File: config.mk
export PLATFORM = sky130hd
export DESIGN_NAME = lcs_chain
export DESIGN_NICKNAME = d
export VERILOG_FILES = /design/src/rtl/core/longest_common_substring_with_text_core_assert.svh /design/src/rtl/core/lcs_pkg.sv /design/src/rtl/core/lcs_cell.sv /design/src/rtl/core/lcs_chain.sv
export SDC_FILE = /design/constraint.sdc
export NUM_CORES = 2
export LEC_CHECK = 0
export BUFFER_PORTS_ARGS = -buffer_cell sky130_fd_sc_hd__buf_2
export CORE_UTILIZATION = 68
export CTS_CLUSTER_SIZE = 10
export DETAILED_ROUTE_END_ITERATION = 6
export PLACE_DENSITY = 0.9
export REMOVE_ABC_BUFFERS = 1
export SYNTH_ARGS = -nofsm -noshare
export SYNTH_HDL_FRONTEND = slang
export SYNTH_SLANG_ARGS = --single-unit
File: constraint.sdc
create_clock -name clock -period 9.5 [get_ports clock]
set_input_delay 0.475 -clock clock [delete_from_list [all_inputs] [get_ports clock]]
set_output_delay 0.475 -clock clock [all_outputs]
set_load 0.01 [all_outputs]
File: src/rtl/core/longest_common_substring_with_text_core_assert.svh
// Assertion macros for the longest common substring core.
`ifndef LONGEST_COMMON_SUBSTRING_WITH_TEXT_CORE_ASSERT_SVH
`define LONGEST_COMMON_SUBSTRING_WITH_TEXT_CORE_ASSERT_SVH
`ifndef SYNTHESIS
// Condition that must hold at every clock edge out of reset.
`define LCS_ASSERT_ALWAYS(label, expr, msg) \
   label: assert property (@(posedge clock) disable iff (reset) (expr)) else $error(msg);
// Same-cycle implication.
`define LCS_ASSERT_IMPLY(label, ante, cons, msg) \
   label: assert property (@(posedge clock) disable iff (reset) (ante) |-> (cons)) else $error(msg);
`else
`define LCS_ASSERT_ALWAYS(label, expr, msg)
`define LCS_ASSERT_IMPLY(label, ante, cons, msg)
`endif
`endif

File: src/rtl/core/lcs_pkg.sv
// Shared types and constants for the longest common substring core.
package lcs_pkg;

   localparam int MAX_LEN_DEFAULT = 64;
   localparam int SYM_W = 8;
   localparam int LEN_W = 7;
   localparam int POS_W = 6;

   // Input transaction payload
   typedef struct packed {
      logic             mode;
      logic [SYM_W-1:0] symbol;
      logic             last;
   } lcs_req_type;

   // Result transaction payload
   typedef struct packed {
      logic [LEN_W-1:0] match_length;
      logic [POS_W-1:0] start_pos;
      logic [SYM_W-1:0] out_symbol;
      logic             truncated;
      logic             last_out;
   } lcs_rsp_type;

   // Token moving one cell per cycle down the chain
   typedef struct packed {
      logic             valid;
      logic             last;
      logic [SYM_W-1:0] sym;
      logic [POS_W-1:0] row;
      logic [LEN_W-1:0] llen;
      logic [LEN_W-1:0] rmax;
   } lcs_tok_type;

   // Write of one second-string character into its cell
   typedef struct packed {
      logic             en;
      logic [LEN_W-1:0] idx;
      logic [SYM_W-1:0] sym;
   } lcs_load_type;

   // Chain status back to the controller
   typedef struct packed {
      logic             done;
      logic [LEN_W-1:0] best_len;
      logic [POS_W-1:0] best_end;
   } lcs_best_type;

   // Controller states
   typedef enum logic [4:0] {
      ST_LOAD    = 5'b00001,
      ST_FEED    = 5'b00010,
      ST_DRAIN   = 5'b00100,
      ST_EMIT_RD = 5'b01000,
      ST_EMIT_WR = 5'b10000
   } lcs_state_type;

endpackage

File: src/rtl/core/lcs_cell.sv
// One systolic cell: holds one second-string character and one diagonal length.
module lcs_cell (
   input  logic                     clock,
   input  logic                     reset,
   input  logic                     clear,
   input  logic                     active,
   input  logic                     wr_en,
   input  logic [lcs_pkg::SYM_W-1:0] wr_sym,
   input  lcs_pkg::lcs_tok_type     tok_in,
   output lcs_pkg::lcs_tok_type     tok_out
);
   import lcs_pkg::*;

   logic [SYM_W-1:0] b_ff;
   logic [LEN_W-1:0] diag_ff;
   logic [LEN_W-1:0] diag_in;
   lcs_tok_type      tok_ff;
   lcs_tok_type      tok_in_w;
   logic [LEN_W-1:0] v;

   // Match length for this row and column
   always_comb begin
      if (active && tok_in.valid && (tok_in.sym == b_ff)) begin
         v = diag_ff + LEN_W'(1);
      end else begin
         v = '0;
      end
   end

   // Left length of this row becomes the diagonal of the next row
   always_comb begin
      diag_in = diag_ff;
      if (clear) begin
         diag_in = '0;
      end else if (tok_in.valid) begin
         diag_in = tok_in.llen;
      end
   end

   // Token handed to the right neighbor
   always_comb begin
      tok_in_w      = tok_in;
      tok_in_w.llen = v;
      tok_in_w.rmax = (v > tok_in.rmax) ? v : tok_in.rmax;
   end

   always_ff @(posedge clock) begin
      if (wr_en) begin
         b_ff <= wr_sym;
      end
      diag_ff <= diag_in;
      if (reset) begin
         tok_ff <= '0;
      end else begin
         tok_ff <= tok_in_w;
      end
   end

   assign tok_out = tok_ff;

endmodule

File: src/rtl/core/lcs_chain.sv
// Row of match cells and the tracker that keeps the first longest run.
module lcs_chain #(
   parameter int MAX_LEN = lcs_pkg::MAX_LEN_DEFAULT
) (
   input  logic                     clock,
   input  logic                     reset,
   input  logic                     clear,
   input  lcs_pkg::lcs_load_type    load,
   input  logic [lcs_pkg::LEN_W-1:0] second_count,
   input  lcs_pkg::lcs_tok_type     tok_in,
   output lcs_pkg::lcs_best_type    best
);
   import lcs_pkg::*;

   lcs_tok_type      tok [MAX_LEN+1];
   logic [LEN_W-1:0] best_len_ff;
   logic [LEN_W-1:0] best_len_in;
   logic [POS_W-1:0] best_end_ff;
   logic [POS_W-1:0] best_end_in;

   assign tok[0] = tok_in;

   // Cell j holds character j of the second string
   for (genvar j = 0; j < MAX_LEN; j++) begin : g_cell
      lcs_cell u_cell (
         .clock   (clock),
         .reset   (reset),
         .clear   (clear),
         .active  (LEN_W'(j) < second_count),
         .wr_en   (load.en && (load.idx == LEN_W'(j))),
         .wr_sym  (load.sym),
         .tok_in  (tok[j]),
         .tok_out (tok[j+1])
      );
   end

   // Row maximum leaves the chain in row order; strict compare keeps the first
   always_comb begin
      best_len_in = best_len_ff;
      best_end_in = best_end_ff;
      if (clear) begin
         best_len_in = '0;
         best_end_in = '0;
      end else if (tok[MAX_LEN].valid && (tok[MAX_LEN].rmax > best_len_ff)) begin
         best_len_in = tok[MAX_LEN].rmax;
         best_end_in = tok[MAX_LEN].row;
      end
   end

   always_ff @(posedge clock) begin
      if (reset) begin
         best_len_ff <= '0;
         best_end_ff <= '0;
      end else begin
         best_len_ff <= best_len_in;
         best_end_ff <= best_end_in;
      end
   end

   assign best.done     = tok[MAX_LEN].valid && tok[MAX_LEN].last;
   assign best.best_len = best_len_ff;
   assign best.best_end = best_end_ff;

endmodule

Word-level counts from Yosys, hierarchy flattened
Index checks and enable logic that the tools add are counted.

Output and inout bits: 14. Register bits after elaboration: 2878. Bits of input ports: 56.

Eq/ne operators: 127. Mux-type cells: 128. Add/sub/neg operators: 64. $lt $le $gt $ge: 129. Reduce and logical (&&, ||, !) cells: 196.

Operator list (count): 2-to-1 mux 7 bit (128); == test 8 bit (64); > comparator 7 bit (65); adder 7 x 1 -> 7 bit (second input constant) (64); == test 7 x 6 -> 1 bit (second input constant) (32); < comparator 6 x 7 -> 1 bit (first input constant) (32); logical AND 1 bit (194); == test 7 x 5 -> 1 bit (second input constant) (16); < comparator 5 x 7 -> 1 bit (first input constant) (16); == test 7 x 4 -> 1 bit (second input constant) (8); < comparator 4 x 7 -> 1 bit (first input constant) (8); == test 7 x 3 -> 1 bit (second input constant) (4); < comparator 3 x 7 -> 1 bit (first input constant) (4); == test 7 x 2 -> 1 bit (second input constant) (2); < comparator 1 x 7 -> 1 bit (first input constant) (2); < comparator 2 x 7 -> 1 bit (first input constant) (2); == test 7 x 1 -> 1 bit (second input constant) (1); zero test 7 bit (1); OR reduction 2 bit (1).

Depth between registers and ports, before layout
Depth after elaboration: 6. Mapped depth: 16. Depth with buffers taken out: 11.

By module
Synthesis repeated with hierarchy kept, for this count alone.

Cell total of the unflattened synthesis: 10440. Area, all modules: 114954.0 um2.

Modules (own cells, without submodules): lcs_cell at g_cell[23].u_cell ... (times used 39, area each 1764.2 um2, seq. area each 980.9 um2, cells an instance 159); lcs_cell at g_cell[0].u_cell ... (times used 24, area each 1779.2 um2, seq. area each 980.9 um2, cells an instance 158); lcs_cell at g_cell[56].u_cell (times used 1, area each 1780.5 um2, seq. area each 980.9 um2, cells an instance 159); lcs_chain (times used 1, area each 1669.1 um2, seq. area each 260.2 um2, cells an instance 288).

Worst setup path after synthesis
OpenSTA, ideal clock, no wires.

Path kind: input to register. From: input port second_count[3] in the netlist's numbering. To: register g_cell[33].u_cell.tok_ff, in the netlist g_cell[33].u_cell.tok_out[5]. Data arrival time: 3.628 ns. Cell stages on the path: 15. Setup slack: 5.735 ns. Required time: 9.363 ns. Buffers on the path: 4. Cells stage by stage: buf_2 -> or4b_1 -> clkbuf_1 -> nor3_1 -> nor3_1 -> nand4_1 -> clkbuf_1 -> nor2_1 -> ha_1 -> a21oi_1 -> a21oi_1 -> a2111oi_0 -> or3_1 -> clkbuf_1 -> o32ai_1.

RTL lines: from (decl) (line lcs_chain.sv:9) `input logic [lcs_pkg::LEN_W-1:0] second_count,`; to (signal assigned) (line lcs_cell.sv:55) `tok_ff <= tok_in_w;`; to (decl) (line lcs_cell.sv:17) `lcs_tok_type tok_ff;`.

==> results.ini <==
[floorplan]
die_y_um=408
dieArea_um2=166000
rows=148
die_w_um=408
core-area_um2=163000
start_util_pct=68.7
num_io_pins=70

[setup_path]
crit_start=second_count[2]
worstReg2RegStart=g_cell[40].u_cell.tok_out[29]
path_cells=buf_2 -> or3_1 -> nor2_1 -> nor3_1 -> nand4_1 -> nor2_1 -> ha_1 -> a21oi_1 -> a21oi_1 -> a2111oi_0 -> nor2_1 -> o32ai_1
cp_data_required_time_ns=10.28
path_delay_family=simple AND/OR/NAND/NOR gates
crit_type=input pin to register
startpoint_type=input pin
path_buf_inv=1
cp_max_fo=17
crit_path_end_kind=register
critical_path.max_stage_delay_ns=1.07
slowest_stage=or3_1
cpMostUsedCell=nor2_1
arrival_ns=5.85

[place]
preCtsSetupSlack_ns=4.29
port_buffers=69
post_dp_cell_area_um2=114000
dp_hpwl_mm=161
placedCellCount=12600
gp_congestion=0.926

[yosys]
synth_cell_types=70
synth_xor_area_share_pct=6.41
synth_area_um2=112000
synth_compound_area_share_pct=5.10
yosysWarnings=0
netlist.area_leader.share_pct=42.3
synth_top_family_by_area=simple AND/OR/NAND/NOR gates
synth_most_common_cell=dfxtp_1
synth-seq-area-share_pct=56.0
synthAdderAreaFrac_pct=5.80
netlist_instances=10800
synth.area.top_cells=dfxtp_1 42%, edfxtp_1 14%, nor2b_1 5.8%, ha_1 5.8%, nor2_1 4.6%
synthFlopType=dfxtp_1
synth_edf_count=512
synth.avg_cell_area_um2=10.4
synthMuxAreaShare_pct=4.19
synthSimpleGateAreaFrac_pct=19.3
ys_top_cells_by_count=2366 x dfxtp_1, 1373 x nor2_1, 1042 x nor2b_1
ys_ff_latch=2878
synthArstFlopShare_pct=0
yosysTopAreaCell=dfxtp_1

[sta]
post-route-worst-setup-slack_ns=4.43
whs_ns=-0.0124
timing.final.crit_share_pct=53.3
fin_crit_ns=5.07
timing.setup.tns_ns=0
fmax_mhz=197
hold_viol=1
skew_ns=0.0540
tightest_slew_ns=1.28
slew_viol_final=0
max-slew-margin-rel_pct=14.9
setup_violations=0
rsz0062_at_grt=no

[clock_tree]
root_buffer=clkbuf_16
postCtsHoldBufs=38
cts_buffers=340
cts_setup_buffers=0
clk_pin_slew_ns=0.05
clk_path_buf_depth=4
clkLatencyLatePin_ns=0.93
cts.sinks=2878
cts_tree=done
cts_resized=0
htree_levels=5

[route]
drt-wirelength-per-cell_um=19.7
route.vias.total=77300
routed_via_density=5.87
ant_nets=0
drt_iter0_drc=7079
drc=0
finalWirelength_mm=260
drt-pass1-iter-count=7

[power]
power_mw=24.2
ir_drop_mv=0.209
power.density_nw_per_um2=196
static-leakage-power_nw=43.3

[grt]
grt_max_degree=198
grt_pass1_vias=78200
antenna_found_initial=17
grt-ovfl-total=0
grt_use_total_pct=30.6
grt_pass1_wl_mm=411

[cells_and_area]
fill_cells=9959
syn_to_final_growth_pct=10.2
layout.nets=11400
final_cells=13200
final_core_util_pct=75.7
fin_area_um2=123000
layout-drive-gt1-share_pct=5.17

[run_status]
status=finished with violations
violations=hold timing

[flow_run]
maxCapViolCount=0

[min_path]
min_path_type=input pin to register
worstHoldStart=clear

[final timing paths]
check,end,slack (ns),depth (start not counted)
worst max register to register,g_cell[41].u_cell.tok_out[2],5.25,9
worst max-delay path,g_cell[32].u_cell.tok_out[3],4.43,12
worst min register to register,g_cell[49].u_cell.tok_out[17],0.39,1
worst min-delay path,g_cell[2].u_cell.diag_ff[6],-0.01,2
[per-layer routing]
metal	global-route usage (%)	share of wire, %
met5	0	0.035
met4	14.6	4.7
met3	5.84	7.6
met2	52.3	48
met1	37.2	39
[layout make-up]
cell class                 instances  area [um^2]  share of cell area [%]
sequential                      2878        62700                    50.8
multi-input combinational       7011        45700                    37.0
clock buffer                     493         9310                    7.54
tap                             2175         2720                    2.20
inverter                         465         1750                    1.42
timing repair buffer             145         1080                   0.876
clock inverter                     6         98.8                  0.0801
antenna                            8         20.0                  0.0162
[placed cells by master (no fill, tap or decap), drive strengths merged, types with 8 or more instances in the layout]
| master | Yosys | layout |
|---|---|---|
| xnor2 | 508 | 508 |
| clkbuf | 379 | 493 |
| nand4 | 142 | 142 |
| o21ai | 149 | 149 |
| nor2 | 1373 | 1373 |
| o211ai | 44 | 44 |
| a22o | 10 | 10 |
| o31ai | 22 | 22 |
| a2111oi | 29 | 29 |
| inv | 465 | 467 |
| o21a | 12 | 12 |
| and4 | 9 | 9 |
| dlygate4sd3 | 0 | 38 |
| o41ai | 10 | 10 |
| mux2i | 469 | 469 |
| o32ai | 45 | 45 |
| nand4b | 16 | 16 |
| o21bai | 29 | 29 |
| o22ai | 16 | 16 |
| or3 | 277 | 277 |
| a31oi | 10 | 10 |
| a21oi | 549 | 549 |
| buf | 68 | 107 |
| nor3 | 114 | 114 |
| dfxtp | 2366 | 2366 |
| xor2 | 312 | 312 |
| nand3b | 64 | 64 |
| nand2b | 55 | 55 |
| diode | 0 | 8 |
| nand2 | 472 | 472 |
| or2 | 75 | 75 |
| nand3 | 367 | 367 |
| nor2b | 1042 | 1042 |
| and3 | 72 | 72 |
| edfxtp | 512 | 512 |
| ha | 519 | 519 |
| or4 | 89 | 89 |
| nor4 | 37 | 37 |
| a21o | 8 | 8 |
[cells by family (layout without fill, tap and decap cells)]
family	Yosys count	in the layout
flip-flops	2878	2878
buffers and inverters	912	1109
multiplexers	469	469
adder cells (fa/ha/maj)	519	519
AND/OR/NAND/NOR	4231	4231
XOR/XNOR	820	820
AO/OA/AOI/OAI	972	972
other	0	8
[power by group]
part	leakage [nW]	internal, mW	total [mW]	switching (mW)
combinational	15.1	0.0702	0.389	0.318
clock	4.54	6.71	11.3	4.62
sequential	23.7	12.4	12.5	0.0180
[flip-flops by register name (all words and copies together) (netlist names)]
register	flops
best_len_ff	7
g_cell.u_cell.tok_out	1905
best_end_ff	6
g_cell.u_cell.diag_ff	448
g_cell.u_cell.b_ff	512
Power figures use the tool's default switching activity.
